## config.mk

```make
export PLATFORM = sky130hd
export DESIGN_NAME = rbsi_merge
export DESIGN_NICKNAME = d
export VERILOG_FILES = /design/src/rtl/core/rbsi_pkg.sv /design/src/rtl/core/rbsi_merge.sv
export SDC_FILE = /design/constraint.sdc
export NUM_CORES = 1
export LEC_CHECK = 0
export BUFFER_PORTS_ARGS = -buffer_cell sky130_fd_sc_hd__buf_2
export CORE_ASPECT_RATIO = 0.75
export CORE_MARGIN = 2
export CORE_UTILIZATION = 55
export DETAILED_ROUTE_END_ITERATION = 8
export PLACE_DENSITY = 0.84
export REMOVE_ABC_BUFFERS = 1
export SYNTH_ARGS = -nofsm -noshare
export SYNTH_HDL_FRONTEND = slang
export SYNTH_SLANG_ARGS = --single-unit
```

## constraint.sdc

```tcl
create_clock -name clock -period 19.6 [get_ports clock]
set_input_delay 4.9 -clock clock [delete_from_list [all_inputs] [get_ports clock]]
set_output_delay 4.9 -clock clock [all_outputs]
set_load 0.02 [all_outputs]
```

## src/rtl/core/rbsi_pkg.sv

```systemverilog
package rbsi_pkg;

   localparam int COORD_WIDTH     = 32;
   localparam int PARAM_FRAC_BITS = 16;

   localparam int CW = COORD_WIDTH;
   // slab parameter: signed, spans -1 ulp .. 1.0 + 1 ulp
   localparam int TW = PARAM_FRAC_BITS + 2;
   localparam int OW = PARAM_FRAC_BITS + 1;

   localparam int NUM_AXES = 3;

   localparam logic [TW-1:0] T_ONE     = TW'(1) << PARAM_FRAC_BITS;
   localparam logic [TW-1:0] T_BEYOND  = T_ONE + TW'(1);

   // divider: magnitude stage, integer stage, one stage per fraction bit, finish
   localparam int DIV_LAT  = PARAM_FRAC_BITS + 3;
   // lane: difference register, divider, ordering register
   localparam int LANE_LAT = DIV_LAT + 2;
   // merge: min/max register, result register
   localparam int LATENCY  = LANE_LAT + 2;

   typedef struct packed {
      logic signed [CW-1:0] origin_x;
      logic signed [CW-1:0] origin_y;
      logic signed [CW-1:0] origin_z;
      logic signed [CW-1:0] dir_x;
      logic signed [CW-1:0] dir_y;
      logic signed [CW-1:0] dir_z;
      logic signed [CW-1:0] box_min_x;
      logic signed [CW-1:0] box_min_y;
      logic signed [CW-1:0] box_min_z;
      logic signed [CW-1:0] box_max_x;
      logic signed [CW-1:0] box_max_y;
      logic signed [CW-1:0] box_max_z;
   } rbsi_req_type;

   typedef struct packed {
      logic          hit;
      logic [OW-1:0] entry_param;
   } rbsi_rsp_type;

   // what one axis lane hands to the merge stage
   typedef struct packed {
      logic                 ok;
      logic signed [TW-1:0] t_enter;
      logic signed [TW-1:0] t_exit;
   } rbsi_lane_type;

endpackage

```

## src/rtl/core/rbsi_merge.sv

```systemverilog
module rbsi_merge
   import rbsi_pkg::*;
(
   input  logic                                clock,
   input  rbsi_lane_type [NUM_AXES-1:0]        lane_in,
   output rbsi_rsp_type                        rsp_out
);

   logic signed [TW-1:0] tmin_in;
   logic signed [TW-1:0] tmax_in;
   logic                 ok_in;
   logic signed [TW-1:0] tmin_ff;
   logic signed [TW-1:0] tmax_ff;
   logic                 ok_ff;
   rbsi_rsp_type         rsp_in;
   rbsi_rsp_type         rsp_ff;

   always_comb begin
      tmin_in = '0;
      tmax_in = $signed(T_ONE);
      ok_in   = 1'b1;
      for (int i = 0; i < NUM_AXES; i++) begin
         if ($signed(lane_in[i].t_enter) > tmin_in) begin
            tmin_in = lane_in[i].t_enter;
         end
         if ($signed(lane_in[i].t_exit) < tmax_in) begin
            tmax_in = lane_in[i].t_exit;
         end
         ok_in = ok_in && lane_in[i].ok;
      end
   end

   always_ff @(posedge clock) begin
      tmin_ff <= tmin_in;
      tmax_ff <= tmax_in;
      ok_ff   <= ok_in;
   end

   always_comb begin
      rsp_in.hit         = ok_ff && (tmin_ff <= tmax_ff);
      rsp_in.entry_param = rsp_in.hit ? tmin_ff[OW-1:0] : '0;
   end

   always_ff @(posedge clock) begin
      rsp_ff <= rsp_in;
   end

   assign rsp_out = rsp_ff;

endmodule

```

After elaboration in Yosys (flattened, before gate mapping)
Cells that the tools add are included.
{"block": "word_totals", "memories": 0, "latchBits": 0, "inputBits": 112, "reg_bits": 55, "wordCells": 21, "rom_bits": 0, "ramBits": 0}
{"block": "op_classes", "reduce_logical": 3, "order_cmp": 7, "n_mul": 0, "n_eq_ne": 0, "shifts": 0, "n_div": 0, "bitwise": 0, "muxes": 6, "add_sub_neg": 0}
{"cell": "$mux W18", "n": 6}
{"cell": "$gt A18 B18 Y1", "n": 2}
{"cell": "$lt A18 B18 Y1", "n": 2}
{"cell": "$gt A18 B1 Y1 const B", "n": 1}
{"cell": "$le A18 B18 Y1", "n": 1}
{"cell": "$lt A18 B18 Y1 const B", "n": 1}
{"cell": "$logic_and A1 B1 Y1", "n": 3}

Depth between registers and ports, before layout
{"block": "logic_depth", "depth_word": 6, "ltp_mapped": 25, "mapped_depth_nobuf": 22}

Least setup slack after synthesis
OpenSTA, ideal clock, no wires.
{"block": "synth_timing", "path_kind": "input-to-reg", "startpoint": "in lane_in[29] (netlist name)", "endpoint": "reg tmin_ff[10]", "path_buffers": 4, "setup_ns": 0.074, "path_stages": 25, "setup_slack_ns": 9.703, "arrival_ns": 9.823, "cell_sequence": "nor4_1 -> nand4_1 -> nor4_1 -> nor2_1 -> clkbuf_1 -> nand2_1 -> ha_1 -> nor2b_1 -> o21a_1 -> o21a_1 -> o21ai_0 -> a21oi_1 -> o41ai_4 -> buf_4 -> mux2_2 -> ha_1 -> o21a_1 -> o21a_1 -> o21a_1 -> o21a_1 -> o21ai_0 -> a21oi_1 -> buf_1 -> clkbuf_1 -> mux2i_1"}
{"block": "synth_via", "elab_chain_len": 6}
{"item": "from (decl)", "line": "rbsi_merge.sv:5", "text": "input rbsi_lane_type [NUM_AXES-1:0] lane_in,"}
{"item": "$gt A18 B1 Y1", "line": "rbsi_merge.sv:23", "text": "if ($signed(lane_in[i].t_enter) > tmin_in) begin"}
{"item": "$mux W18 (*)", "line": "rbsi_merge.sv:23"}
{"item": "$gt A18 B18 Y1", "line": "rbsi_merge.sv:23"}
{"item": "$mux W18 (*)", "line": "rbsi_merge.sv:23"}
{"item": "$gt A18 B18 Y1", "line": "rbsi_merge.sv:23"}
{"item": "$mux W18 (*)", "line": "rbsi_merge.sv:23"}
{"item": "net tmin_in[10]", "line": "rbsi_merge.sv:9", "text": "logic signed [TW-1:0] tmin_in;"}
{"item": "to (signal assigned)", "line": "rbsi_merge.sv:34", "text": "tmin_ff <= tmin_in;"}
{"item": "to (decl)", "line": "rbsi_merge.sv:12", "text": "logic signed [TW-1:0] tmin_ff;"}
The timed path passes the listed nets; every way through them passes the cells marked *.
A chain may end at the register's enable or synchronous reset.

Worst setup path after layout
{"block": "layout_timing", "startpoint": "in lane_in[18] (netlist name)", "endpoint": "reg tmin_ff[0]"}
The elaborated chain is that of the path after synthesis.

==> run metrics <==
Clock transition at path regs 0.10 ns; Hold Buf Count CTS 0; P&R area growth vs syn 19.8%; Port Buffers 129; vias in the first global route 4040; 1st-iter DRT viols 159; VDD IR max 0.0519 mV; post-route ant nets 0; Clock Latency Late Sink 0.31 ns; DR pass1 iterations 4; placed insts 757; H-tree depth 2; DRC viols 0; Seq/Total Area, Yosys 0.246; Bufs on Longest Clock Path 2; crit path cell chain buf_2, nor4_1, nand4_1, nor4_1, nor2_1, nand2_1, ha_1, nor2b_1, o21a_1, o21a_1, o21ai_0, a21oi_1, o41ai_4, buf_4, mux2_2, ha_1, a21o_1, a21o_1, a21oi_1, nor2_1, a2111oi_0, a21oi_2, mux2_2; status completed; WP data arrival 10.66 ns; num ports 130; CTS tree built; Post-synth EDFFs 0; post-route setup slack 9.15 ns; unrepaired setup endpoints after global routing no; initial antenna violation count 0; largest net degree at the start of global routing 36; Setup TNS 0 ns; Top FF cell, synth dfxtp_1; Initial Util 0.568; die area 0.00888 sq mm; routed via count 4093; HP Class flop to flop; Crit Path Class input port to flop; Num CTS Buffers 5; max-cap viol count 0; pre-CTS setup slack 8.87 ns; Yosys reg bits 55; PwrDens 83.5 mW/mm^2; Filler Cell Count 624; Setup violations, final 0; Root Buffer clkbuf_8; dpl hpwl 9220 microns; startpoint types input port; detailed-route wire length 10800 microns; die width 108 microns; yosys warns 0; Final period util 0.533; max-slew violation count 0; Leak 0.00298 uW; share of layout cells above drive strength 1 0.253; critical path capture point type flop; FFs w/ async S/R, synth 0; Syn Area/Cell 8.38 sq um; final hold violation count 0; Multi-input gate area 0.00301 sq mm; Slew @ Worst Pin 1.22 ns; Slowest-stage cell, CP o41ai_4; Post-CTS Setup Bufs 0; vias per cell 5.35; min Tclk post-route 10.45 ns; total track usage 0.246; global-route wire length before repair 17500 microns; FMAX 0.0957 GHz; worst path required time 19.81 ns; Mapped Area 0.00448 sq mm; post-CTS sizing 0; RePlAce Congestion 0.863; overall power 447 uW; Slowest Stage Delay on Critical Path 0.56 ns; row cnt 28; Reg area 0.00110 sq mm; nets 859; Slew HR 0.189; clock skew 0.00543 ns; Core Region 0.00788 sq mm; Die H 82.1 microns; gr ovfl total 0; Final Instance Count excl. Fillers 765; r2r setup slk 16.89 ns; Synth cell types 44; Ant. Diodes 0; WL/cell 14.1 microns; clock sink count 55; post-synthesis cell count 534; Crit Path Max Fanout 18
-- final timing paths --
kind,start,to,cells after the start
worst min register to register,tmin_ff[5]$_DFF_P_,rsp_out[5]$_SDFF_PN0_,2
worst max-delay path,lane_in[18],tmin_ff[0]$_DFF_P_,23
worst max register to register,tmax_ff[15]$_DFF_P_,rsp_out[15]$_SDFF_PN0_,7
worst min-delay path,tmin_ff[5]$_DFF_P_,rsp_out[5]$_SDFF_PN0_,2
-- state kept, by name, summed over array words and instances (netlist names) --
name     flops
tmin_ff     18
ok_ff        1
rsp_out     18
tmax_ff     18
-- logic make-up after synthesis --
kind of cell    after synthesis  share of synthesized area
compound gates               90                      0.140
flops                        55                      0.246
xor+xnor                      1                    0.00364
other cells                   1                   0.000838
simple gates                147                      0.149
mux                          55                      0.129
fa+ha+maj                    88                      0.246
buf+inv                      97                     0.0858
-- report_power, final --
group          total (uW)  switching, uW  internal (uW)
Combinational         211            117           93.8
Sequential            149           10.9            138
Clock                88.3           37.4           50.9
Total                 447            165            282
-- worst max-delay path, delay by kind of cell --
family	cells	cell delay, ns
buf+inv	2	0.40
mux	2	0.77
compound gates	10	2.73
fa+ha+maj	2	0.53
simple gates	7	1.32
-- placed cells by master, fill, tap and decap left out, types with 6 or more instances in the layout --
cell type / netlist / routed
nand4_1: 13 / 13
mux2_2: 19 / 19
o21a_1: 10 / 10
o21ai_0: 8 / 8
mux2i_1: 35 / 35
ha_1: 88 / 88
nor2b_1: 6 / 6
a21oi_1: 34 / 33
nand3_1: 6 / 6
a21o_1: 18 / 18
nand2_1: 56 / 56
nor2_1: 46 / 46
inv_1: 83 / 83
dfxtp_1: 55 / 55
buf_2: 1 / 129
-- metal layers --
metal  global-route usage  wire, microns  up-vias
li1                     -              -     2094
met1                0.306           4860     1902
met2                0.453           5230       85
met3               0.0400            553       12
met4               0.0500            144        0
met5                    0              0        -
-- Yosys cell counts, drive strengths merged (8+ instances only) --
master / number / area (sq um)
ha: 88 / 1100
inv: 83 / 312
nand2: 56 / 210
dfxtp: 55 / 1100
nor2: 46 / 173
mux2i: 35 / 350
a21oi: 34 / 170
mux2: 20 / 225
a21o: 18 / 135
nand4: 13 / 81.3
o21a: 10 / 75.1
clkbuf: 9 / 33.8
o21ai: 8 / 40.0
-- metrics by stage --
stage                     instance area, sq um  hold WS [ns]   util
final                                     5360         0.448  0.680
after global routing                      5360         0.476  0.680
after CTS                                 5360         0.450  0.680
after detailed placement                  5220         0.436  0.663
after global placement                    5220         0.433  0.663
after floorplan                           4400         0.410      -
-- layout make-up --
cell class,instances,share of cell area
Multi-Input combinational cell,382,0.562
Sequential cell,55,0.205
Timing Repair Buffer,132,0.125
Inverter,83,0.0581
Tap cell,105,0.0245
Clock buffer,5,0.0128
Clock inverter,3,0.0126
(Power assumes the default switching activity.)
